**config.mk**
```make
export PLATFORM = sky130hd
export DESIGN_NAME = rgb_led_pattern_sequencer_unit
export DESIGN_NICKNAME = d
export VERILOG_FILES = /design/src/rtl/rlps_pkg.sv /design/src/rtl/rgb_led_pattern_sequencer_unit.sv /design/src/rtl/rlps_step_ram.sv /design/src/rtl/rlps_core.sv /design/src/rtl/rlps_out_buf.sv
export SDC_FILE = /design/constraint.sdc
export NUM_CORES = 2
export LEC_CHECK = 0
export BUFFER_PORTS_ARGS = -buffer_cell sky130_fd_sc_hd__buf_2
export CORE_MARGIN = 8
export CORE_UTILIZATION = 40
export CTS_CLUSTER_DIAMETER = 100
export DETAILED_ROUTE_END_ITERATION = 10
export HOLD_SLACK_MARGIN = 0.05
export SETUP_SLACK_MARGIN = 0.3
export SLEW_MARGIN = 20
export SYNTH_ARGS = -nofsm -noshare
export SYNTH_HDL_FRONTEND = slang
export SYNTH_SLANG_ARGS = --single-unit
```
**constraint.sdc**
```tcl
create_clock -name i_clk -period 30.9 [get_ports i_clk]
set_input_delay 4.635 -clock i_clk [delete_from_list [all_inputs] [get_ports i_clk]]
set_output_delay 4.635 -clock i_clk [all_outputs]
set_load 0.01 [all_outputs]
```
**src/rtl/rlps_pkg.sv**
```systemverilog
`timescale 1ns / 1ps

package rlps_pkg;

    localparam int MAX_STEPS = 8;
    localparam int IDX_W     = $clog2(MAX_STEPS);
    localparam int CNT_W     = $clog2(MAX_STEPS + 1);
    localparam int PTR1_W    = IDX_W + 1;
    // step memory holds two banks of MAX_STEPS entries
    localparam int ADDR_W    = IDX_W + 1;

    typedef enum logic [1:0] {
        ACT_TICK  = 2'd0,
        ACT_WRITE = 2'd1,
        ACT_START = 2'd2,
        ACT_NONE  = 2'd3
    } t_action;

    typedef struct packed {
        logic        on;
        logic [7:0]  red;
        logic [7:0]  green;
        logic [7:0]  blue;
        logic [31:0] dur;
    } t_step;

    typedef struct packed {
        logic       lit;
        logic [7:0] red;
        logic [7:0] green;
        logic [7:0] blue;
    } t_led;

    typedef struct packed {
        t_led led;
        logic status;
    } t_result;

    typedef struct packed {
        t_action     action;
        logic [63:0] now_ms;
        logic [2:0]  step_index;
        t_step       step;
        logic [3:0]  step_count;
        logic [31:0] cycle_count;
    } t_item;

    typedef struct packed {
        logic              en;
        logic [ADDR_W-1:0] addr;
        t_step             data;
    } t_ram_wr;

    typedef struct packed {
        logic              en;
        logic [ADDR_W-1:0] addr;
    } t_ram_rd;

    function automatic t_led led_of(input t_step s);
        t_led l;
        l = '0;
        if (s.on) begin
            l.lit   = 1'b1;
            l.red   = s.red;
            l.green = s.green;
            l.blue  = s.blue;
        end
        return l;
    endfunction

endpackage

```
**src/rtl/rgb_led_pattern_sequencer_unit.sv**
```systemverilog
`timescale 1ns / 1ps

// rgb led pattern sequencer
// input stream: tuser carries the action (tick, write step, start request), tdata the
// time, step fields and start fields. every accepted beat gives exactly one output beat
// with the led drive after that item and a status flag (set for a rejected start).
// results are registered; one item is taken per cycle while the output queue has room.
// the step memory does not limit the rate: each tick issues its registered read for the
// step that the following tick may move to, so the timer compare never waits on it.
// staging and playing copies share one two-bank step memory; a start tick copies the
// per-entry staging bank marks to the playing marks instead of copying the table.
// results sit in a two-beat output queue; input tready drops only when both are held,
// so a stalled receiver is absorbed without losing or repeating a beat.
// reset (synchronous, active low) clears the pending request, the timer and pointer
// state and turns the led off; the step tables hold nothing until written, and no
// clearing pass is run, so items are accepted from the first cycle after reset.
module rgb_led_pattern_sequencer_unit (
    input  logic         i_clk,
    input  logic         i_rst_n,
    input  logic         i_s_axis_tvalid,
    output logic         o_s_axis_tready,
    // now_ms, step_index, step_on, red, green, blue, step length, step_count, cycle_count
    input  logic [159:0] i_s_axis_tdata,
    // action
    input  logic [1:0]   i_s_axis_tuser,
    output logic         o_m_axis_tvalid,
    input  logic         i_m_axis_tready,
    // led_lit, drive_red, drive_green, drive_blue, zero fill
    output logic [31:0]  o_m_axis_tdata,
    // status
    output logic [0:0]   o_m_axis_tuser
);

    rlps_pkg::t_item   item;
    rlps_pkg::t_ram_wr ram_wr;
    rlps_pkg::t_ram_rd ram_rd;
    rlps_pkg::t_step   rd_data;
    rlps_pkg::t_result result;
    rlps_pkg::t_result out_data;
    logic              accept;
    logic              full;

    always_comb begin
        item.action      = rlps_pkg::t_action'(i_s_axis_tuser);
        item.now_ms      = i_s_axis_tdata[63:0];
        item.step_index  = i_s_axis_tdata[66:64];
        item.step.on     = i_s_axis_tdata[67];
        item.step.red    = i_s_axis_tdata[75:68];
        item.step.green  = i_s_axis_tdata[83:76];
        item.step.blue   = i_s_axis_tdata[91:84];
        item.step.dur    = i_s_axis_tdata[123:92];
        item.step_count  = i_s_axis_tdata[127:124];
        item.cycle_count = i_s_axis_tdata[159:128];
    end

    assign o_s_axis_tready = ~full;
    assign accept          = i_s_axis_tvalid && o_s_axis_tready;

    rlps_step_ram u_ram (
        .i_clk     (i_clk),
        .i_wr      (ram_wr),
        .i_rd      (ram_rd),
        .o_rd_data (rd_data)
    );

    rlps_core u_core (
        .i_clk     (i_clk),
        .i_rst_n   (i_rst_n),
        .i_accept  (accept),
        .i_item    (item),
        .i_rd_data (rd_data),
        .o_wr      (ram_wr),
        .o_rd      (ram_rd),
        .o_result  (result)
    );

    rlps_out_buf u_out (
        .i_clk   (i_clk),
        .i_rst_n (i_rst_n),
        .i_push  (accept),
        .i_data  (result),
        .o_full  (full),
        .o_valid (o_m_axis_tvalid),
        .i_ready (i_m_axis_tready),
        .o_data  (out_data)
    );

    assign o_m_axis_tdata = {7'd0, out_data.led.blue, out_data.led.green,
                             out_data.led.red, out_data.led.lit};
    assign o_m_axis_tuser = out_data.status;

endmodule

```
**src/rtl/rlps_step_ram.sv**
```systemverilog
`timescale 1ns / 1ps

module rlps_step_ram (
    input  logic              i_clk,
    input  rlps_pkg::t_ram_wr i_wr,
    input  rlps_pkg::t_ram_rd i_rd,
    output rlps_pkg::t_step   o_rd_data
);

    rlps_pkg::t_step r_mem [2*rlps_pkg::MAX_STEPS];
    rlps_pkg::t_step r_rd_data;

    always_ff @(posedge i_clk) begin
        if (i_wr.en) begin
            r_mem[i_wr.addr] <= i_wr.data;
        end
        if (i_rd.en) begin
            r_rd_data <= r_mem[i_rd.addr];
        end
    end

    assign o_rd_data = r_rd_data;

endmodule

```
**src/rtl/rlps_core.sv**
```systemverilog
`timescale 1ns / 1ps

module rlps_core (
    input  logic              i_clk,
    input  logic              i_rst_n,
    input  logic              i_accept,
    input  rlps_pkg::t_item   i_item,
    input  rlps_pkg::t_step   i_rd_data,
    output rlps_pkg::t_ram_wr o_wr,
    output rlps_pkg::t_ram_rd o_rd,
    output rlps_pkg::t_result o_result
);

    localparam int IW = rlps_pkg::IDX_W;
    localparam int CW = rlps_pkg::CNT_W;
    localparam int PW = rlps_pkg::PTR1_W;
    localparam int MS = rlps_pkg::MAX_STEPS;

    logic [CW-1:0]   r_pend_steps, n_pend_steps;
    logic [31:0]     r_pend_cycles, n_pend_cycles;
    logic            r_req, n_req;
    logic [IW-1:0]   r_ptr, n_ptr;
    logic [31:0]     r_cycles, n_cycles;
    logic [CW-1:0]   r_steps, n_steps;
    logic [63:0]     r_start, n_start;
    logic [31:0]     r_len, n_len;
    rlps_pkg::t_led  r_led, n_led;
    // per entry: bank holding the latest staging copy, and bank being played
    logic [MS-1:0]   r_stg_bank, n_stg_bank;
    logic [MS-1:0]   r_act_bank, n_act_bank;
    // staging entries 0 and 1 kept aside, a start tick may need both at once
    rlps_pkg::t_step r_sh0, n_sh0;
    rlps_pkg::t_step r_sh1, n_sh1;

    logic            is_tick;
    logic            swap;
    logic [IW-1:0]   w_idx;
    logic            w_idx_ok;
    logic            start_ok;
    logic            w_bank;
    logic            status;

    logic [IW-1:0]   b_ptr;
    logic [31:0]     b_cyc;
    logic [CW-1:0]   b_steps;
    logic [63:0]     b_start;
    logic [31:0]     b_len;
    rlps_pkg::t_led  b_led;
    rlps_pkg::t_step nx_entry;
    logic [63:0]     diff;
    logic            expired;
    logic            running;
    logic [PW-1:0]   p1;
    logic [PW-1:0]   q1;
    logic [IW-1:0]   nx_idx;

    assign is_tick  = i_accept && (i_item.action == rlps_pkg::ACT_TICK);
    assign swap     = is_tick && r_req;
    assign w_idx    = IW'(i_item.step_index);
    assign w_idx_ok = 32'(i_item.step_index) < 32'(MS);
    assign start_ok = (i_item.step_count != 4'd0) && (32'(i_item.step_count) <= 32'(MS));
    // never overwrite the copy that is being played
    assign w_bank   = (r_stg_bank[w_idx] == r_act_bank[w_idx]) ? ~r_stg_bank[w_idx]
                                                                : r_stg_bank[w_idx];

    // state the tick starts from: a pending request first restarts at step 0
    always_comb begin
        if (swap) begin
            b_ptr    = '0;
            b_cyc    = r_pend_cycles;
            b_steps  = r_pend_steps;
            b_start  = i_item.now_ms;
            b_len    = r_sh0.dur;
            b_led    = rlps_pkg::led_of(r_sh0);
            nx_entry = (r_pend_steps == CW'(1)) ? r_sh0 : r_sh1;
        end else begin
            b_ptr    = r_ptr;
            b_cyc    = r_cycles;
            b_steps  = r_steps;
            b_start  = r_start;
            b_len    = r_len;
            b_led    = r_led;
            nx_entry = i_rd_data;
        end
    end

    assign diff    = i_item.now_ms - b_start;
    assign expired = diff >= {32'd0, b_len};
    assign running = (b_cyc != 32'd0) && (b_steps != '0);
    assign p1      = {1'b0, b_ptr} + PW'(1);

    always_comb begin
        n_pend_steps  = r_pend_steps;
        n_pend_cycles = r_pend_cycles;
        n_req         = r_req;
        n_ptr         = r_ptr;
        n_cycles      = r_cycles;
        n_steps       = r_steps;
        n_start       = r_start;
        n_len         = r_len;
        n_led         = r_led;
        n_stg_bank    = r_stg_bank;
        n_act_bank    = r_act_bank;
        n_sh0         = r_sh0;
        n_sh1         = r_sh1;
        status        = 1'b0;
        o_wr          = '0;
        if (i_accept) begin
            unique case (i_item.action)
                rlps_pkg::ACT_TICK: begin
                    if (swap) begin
                        n_req      = 1'b0;
                        n_act_bank = r_stg_bank;
                    end
                    n_ptr    = b_ptr;
                    n_cycles = b_cyc;
                    n_steps  = b_steps;
                    n_start  = b_start;
                    n_len    = b_len;
                    n_led    = b_led;
                    if (running && expired) begin
                        if (p1 >= PW'(b_steps)) begin
                            n_ptr = '0;
                            if (!b_cyc[31]) begin
                                n_cycles = b_cyc - 32'd1;
                            end
                            if (n_cycles == 32'd0) begin
                                n_led = '0;
                            end else begin
                                n_start = i_item.now_ms;
                                n_len   = nx_entry.dur;
                                n_led   = rlps_pkg::led_of(nx_entry);
                            end
                        end else begin
                            n_ptr   = p1[IW-1:0];
                            n_start = i_item.now_ms;
                            n_len   = nx_entry.dur;
                            n_led   = rlps_pkg::led_of(nx_entry);
                        end
                    end
                end
                rlps_pkg::ACT_WRITE: begin
                    if (w_idx_ok) begin
                        o_wr.en            = 1'b1;
                        o_wr.addr          = {w_bank, w_idx};
                        o_wr.data          = i_item.step;
                        n_stg_bank[w_idx]  = w_bank;
                        if (i_item.step_index == 3'd0) begin
                            n_sh0 = i_item.step;
                        end
                        if (i_item.step_index == 3'd1) begin
                            n_sh1 = i_item.step;
                        end
                    end
                end
                rlps_pkg::ACT_START: begin
                    if (start_ok) begin
                        n_pend_steps  = CW'(i_item.step_count);
                        n_pend_cycles = i_item.cycle_count;
                        n_req         = 1'b1;
                    end else begin
                        status = 1'b1;
                    end
                end
                rlps_pkg::ACT_NONE: begin
                end
                default: begin
                end
            endcase
        end
    end

    // prefetch the entry the following tick would move to
    assign q1     = {1'b0, n_ptr} + PW'(1);
    assign nx_idx = (q1 >= PW'(n_steps)) ? '0 : q1[IW-1:0];

    always_comb begin
        o_rd.en   = is_tick;
        o_rd.addr = {n_act_bank[nx_idx], nx_idx};
    end

    assign o_result.led    = n_led;
    assign o_result.status = status;

    always_ff @(posedge i_clk) begin
        if (!i_rst_n) begin
            r_pend_steps  <= '0;
            r_pend_cycles <= '0;
            r_req         <= 1'b0;
            r_ptr         <= '0;
            r_cycles      <= '0;
            r_steps       <= '0;
            r_start       <= '0;
            r_len         <= '0;
            r_led         <= '0;
            r_stg_bank    <= '0;
            r_act_bank    <= '0;
        end else begin
            r_pend_steps  <= n_pend_steps;
            r_pend_cycles <= n_pend_cycles;
            r_req         <= n_req;
            r_ptr         <= n_ptr;
            r_cycles      <= n_cycles;
            r_steps       <= n_steps;
            r_start       <= n_start;
            r_len         <= n_len;
            r_led         <= n_led;
            r_stg_bank    <= n_stg_bank;
            r_act_bank    <= n_act_bank;
        end
    end

    always_ff @(posedge i_clk) begin
        r_sh0 <= n_sh0;
        r_sh1 <= n_sh1;
    end

endmodule

```
**src/rtl/rlps_out_buf.sv**
```systemverilog
`timescale 1ns / 1ps

module rlps_out_buf (
    input  logic              i_clk,
    input  logic              i_rst_n,
    input  logic              i_push,
    input  rlps_pkg::t_result i_data,
    output logic              o_full,
    output logic              o_valid,
    input  logic              i_ready,
    output rlps_pkg::t_result o_data
);

    rlps_pkg::t_result r_buf [2];
    logic       r_wr, n_wr;
    logic       r_rd, n_rd;
    logic [1:0] r_cnt, n_cnt;
    logic       pop;

    assign o_full  = (r_cnt == 2'd2);
    assign o_valid = (r_cnt != 2'd0);
    assign o_data  = r_buf[r_rd];
    assign pop     = o_valid && i_ready;

    always_comb begin
        n_wr  = i_push ? ~r_wr : r_wr;
        n_rd  = pop ? ~r_rd : r_rd;
        n_cnt = r_cnt + 2'(i_push) - 2'(pop);
    end

    always_ff @(posedge i_clk) begin
        if (!i_rst_n) begin
            r_wr  <= 1'b0;
            r_rd  <= 1'b0;
            r_cnt <= 2'd0;
        end else begin
            r_wr  <= n_wr;
            r_rd  <= n_rd;
            r_cnt <= n_cnt;
        end
    end

    always_ff @(posedge i_clk) begin
        if (i_push) begin
            r_buf[r_wr] <= i_data;
        end
    end

endmodule
```
==> impl_metrics.json <==
{
  "outcome": "finished, final reports clean",
  "busiest_layer": "met2",
  "synthTopCellsByCount": "edfxtp_1 (1135), mux2i_1 (680), nand2_1 (582)",
  "dieHeight_um": 410,
  "nFillCells": 13900,
  "vias": 41300,
  "drtPass1Iterations": 8,
  "yosysTopAreaCellShare": 0.550,
  "combPwrFrac": 0.099,
  "hold_viol_final": 0,
  "p_leak_nw": 25.0,
  "finalCritPeriodShare": 0.614,
  "muxShareOfSynthArea": 0.116,
  "postLayoutSetupSlackWorst_ns": 11.91,
  "layoutNonFillerInstCount": 7176,
  "yosysSeqAreaShare": 0.621,
  "io_pins": 201,
  "cts_max_level": 4,
  "startpoint_type": "input port",
  "synth_top_cell_by_area": "edfxtp_1",
  "crit_buf_inv": 6,
  "grt.total_usage": 0.208,
  "p_seq_frac": 0.493,
  "reg2reg_setup_slack_ns": 15.52,
  "hold_buffers": 0,
  "drt_wl_total_um": 182000,
  "grt_max_degree": 142,
  "use_met2": 0.345,
  "drive_gt1_frac": 0.109,
  "clk-insertion-delay-late_ns": 0.79,
  "cp-end-kind": "flop",
  "synth.avg_cell_area_um2": 12.6,
  "cts.sinks": 1353,
  "power_density_nw_per_um2": 58.9,
  "tightest_slew_ns": 1.18,
  "std_cell_rows": 144,
  "p_clk_frac": 0.408,
  "grt_pass1_vias": 40400,
  "dpl.cell_count": 6905,
  "cts_tree": "yes",
  "start_util": 0.403,
  "finalMaxSlewViolations": 0,
  "crit_fanout": 132,
  "async_flop_share": 0,
  "synth_ff_type": "edfxtp_1",
  "grtUsageMet3": 0.0418,
  "yosysMostFrequentCell": "edfxtp_1",
  "rsz0062_at_grt": "no",
  "clock_path_buffers": 3,
  "synthAdderAreaFrac": 0.0206,
  "die_area_um2": 168000,
  "crit_top_cell": "ha_1",
  "swShare": 0.241,
  "layout_min_cycle_time_ns": 18.99,
  "wl_per_cell_um": 25.3,
  "synthToLayoutAreaGrowth_pct": 12.2,
  "regToRegStartpoint": "u_out.r_cnt[0]$_SDFF_PN0_",
  "antenna_found_initial": 25,
  "grt-ovfl-total": 0,
  "nets": 5269,
  "grtUsageMet1": 0.280,
  "gp_congestion": 0.932,
  "coreArea_um2": 154000,
  "cts_setup_buffers": 0,
  "dpl-instance-area_um2": 64900,
  "final_core_util": 0.452,
  "whs_path_depth": 2,
  "path_clk_slew_ns": 0.06,
  "synth_area_leaders": "edfxtp_1 (55%), mux2i_1 (11%), dfxtp_1 (7.0%)",
  "grt_pass1_wl_um": 268000,
  "cp.required_ns": 31.40,
  "dp_hpwl_um": 107000,
  "critical-path-top-delay-family": "simple AND/OR/NAND/NOR gates",
  "antenna_left": 0,
  "slowest_stage": "a221oi_1",
  "yosysUniqueCellTypes": 100,
  "route.detailed.drc": 0,
  "p_switching_mw": 0.986,
  "pre_cts_slack_ns": 11.32,
  "power_mw": 4.09,
  "die_x_um": 410,
  "r2r-end": "u_ram.o_rd_data[17]$_DFFE_PN_",
  "ir_worst_vdd_mv": 0.0548,
  "critPathKind": "input port to flop",
  "rr_worst_depth": 42,
  "final_design_area_no_fill_um2": 69500,
  "cts_made_buffers": 142,
  "hp-class": "flop to flop",
  "relSlewSlack": 0.193,
  "setup_violations": 0,
  "synth-simple-area-share": 0.0955,
  "min_to": "u_core.r_start[20]$_SDFFE_PN0N_",
  "syn_inst": 4918,
  "first_iter_violations": 4219,
  "cap_violations": 0,
  "synth_compound_area_frac": 0.110,
  "slowest_delay_ns": 1.00,
  "yosys_warnings": 0,
  "finalClockSkew_ns": 0.0326,
  "synth_top_family_by_area": "multiplexers",
  "io_buffers": 193,
  "intPower_mw": 3.11,
  "synth_xor_area_frac": 0.0131,
  "critPathArrivalTime_ns": 19.48,
  "post_cts_resized": 0,
  "synth_area_um2": 62000,
  "fmax_ghz": 0.0527,
  "synth-seq-cells": 1353,
  "clockRootBuffer": "clkbuf_16",
  "whs_ns": 0.451,
  "viasPerCell": 5.76,
  "hp-start": "u_core.r_start[20]$_SDFFE_PN0N_",
  "setup_tns_ns": 0,
  "synth_edf_count": 1135
}
## flip-flops by register name (all words and copies together), names as in the netlist, 25 cells and up, named ones only
name	cells
u_core.r_cycles	32
u_core.r_led	25
u_core.r_len	32
u_core.r_pend_cycles	32
u_core.r_sh0	57
u_core.r_sh1	57
u_core.r_start	64
u_out.r_buf	52
u_ram.o_rd_data	57
u_ram.r_mem	912
## worst register-to-register path, delay by kind of cell, from the launching register on
family | cells | cell delay, ns
AO/OA/AOI/OAI | 13 | 4.10
XOR/XNOR | 2 | 0.30
adder cells (fa/ha/maj) | 5 | 1.61
buffers and inverters | 6 | 2.67
flip-flops | 1 | 0.32
multiplexers | 1 | 0.19
AND/OR/NAND/NOR | 15 | 5.90
## routing by layer
layer / vias up / part of all wire
met5: - / 0.00020
met4: 6 / 0.023
met3: 258 / 0.069
met2: 1347 / 0.48
met1: 20700 / 0.43
li1: 19000 / -
## worst max-delay path by stage
| stage | startpoint | endpoint | cells past startpoint |
|---|---|---|---|
| after floorplan | i_s_axis_tuser[0] | u_ram.o_rd_data[27]$_DFFE_PN_ | 61 |
| after CTS | i_s_axis_tuser[1] | u_ram.o_rd_data[17]$_DFFE_PN_ | 42 |
| after global routing | i_s_axis_tuser[1] | u_ram.o_rd_data[17]$_DFFE_PN_ | 41 |
| final | i_s_axis_tuser[1] | u_ram.o_rd_data[17]$_DFFE_PN_ | 41 |
| after detailed placement | i_s_axis_tuser[1] | u_ram.o_rd_data[23]$_DFFE_PN_ | 42 |
| after global placement | i_s_axis_tuser[1] | u_ram.o_rd_data[19]$_DFFE_PN_ | 42 |
## power groups by stage
stage	clock network (mW)	registers, mW	logic (mW)
2_1_floorplan	0	2.05	0.264
3_5_place_dp	0	2.06	0.404
4_1_cts	1.70	2.02	0.405
3_3_place_gp	0	2.06	0.401
5_1_grt	1.77	2.02	0.439
6_report	1.67	2.02	0.406
## cell usage in the layout, fill, tap and decap left out, drive strengths merged, types with 17 or more instances in the layout
master | Yosys | routed
xor2 | 45 | 45
nor4 | 24 | 24
a21oi | 277 | 277
buf | 95 | 259
edfxtp | 1135 | 1135
a31oi | 22 | 22
and2 | 46 | 46
o211ai | 18 | 18
inv | 47 | 55
nand4 | 49 | 49
mux2 | 29 | 29
nand3 | 39 | 39
o21ai | 197 | 197
ha | 97 | 97
a32oi | 38 | 38
nor2 | 216 | 216
nand2 | 582 | 582
or3 | 21 | 21
nor2b | 17 | 17
nand2b | 36 | 36
a22oi | 106 | 106
clkbuf | 226 | 191
o21bai | 28 | 28
xnor2 | 48 | 48
and3 | 72 | 72
mux2i | 680 | 680
clkinv | 0 | 49
nor3 | 107 | 107
a21o | 41 | 41
dfxtp | 218 | 218
a211oi | 49 | 49
o221ai | 109 | 109
## kinds of logic (layout without fill, tap and decap cells)
logic type | Yosys count | in the layout
xor gates and xnor gates | 93 | 93
other | 1 | 20
AOI/OAI and AO/OA | 1017 | 1017
DFF | 1353 | 1353
muxes | 711 | 711
buffers and inverters | 368 | 563
and+or+nand+nor | 1272 | 1272
adders and majority gates | 103 | 103
## area by class of cell
type / instances / area (um^2) / area share
Clock buffer: 191 / 3910 / 0.0563
Timing Repair Buffer: 259 / 1550 / 0.0223
Multi-Input combinational cell: 3203 / 22200 / 0.320
Antenna cell: 13 / 32.5 / 0.000468
Clock inverter: 66 / 604 / 0.00869
Inverter: 47 / 186 / 0.00268
Tap cell: 2044 / 2560 / 0.0368
Sequential cell: 1353 / 38400 / 0.553
Power figures use the tool's default switching activity.
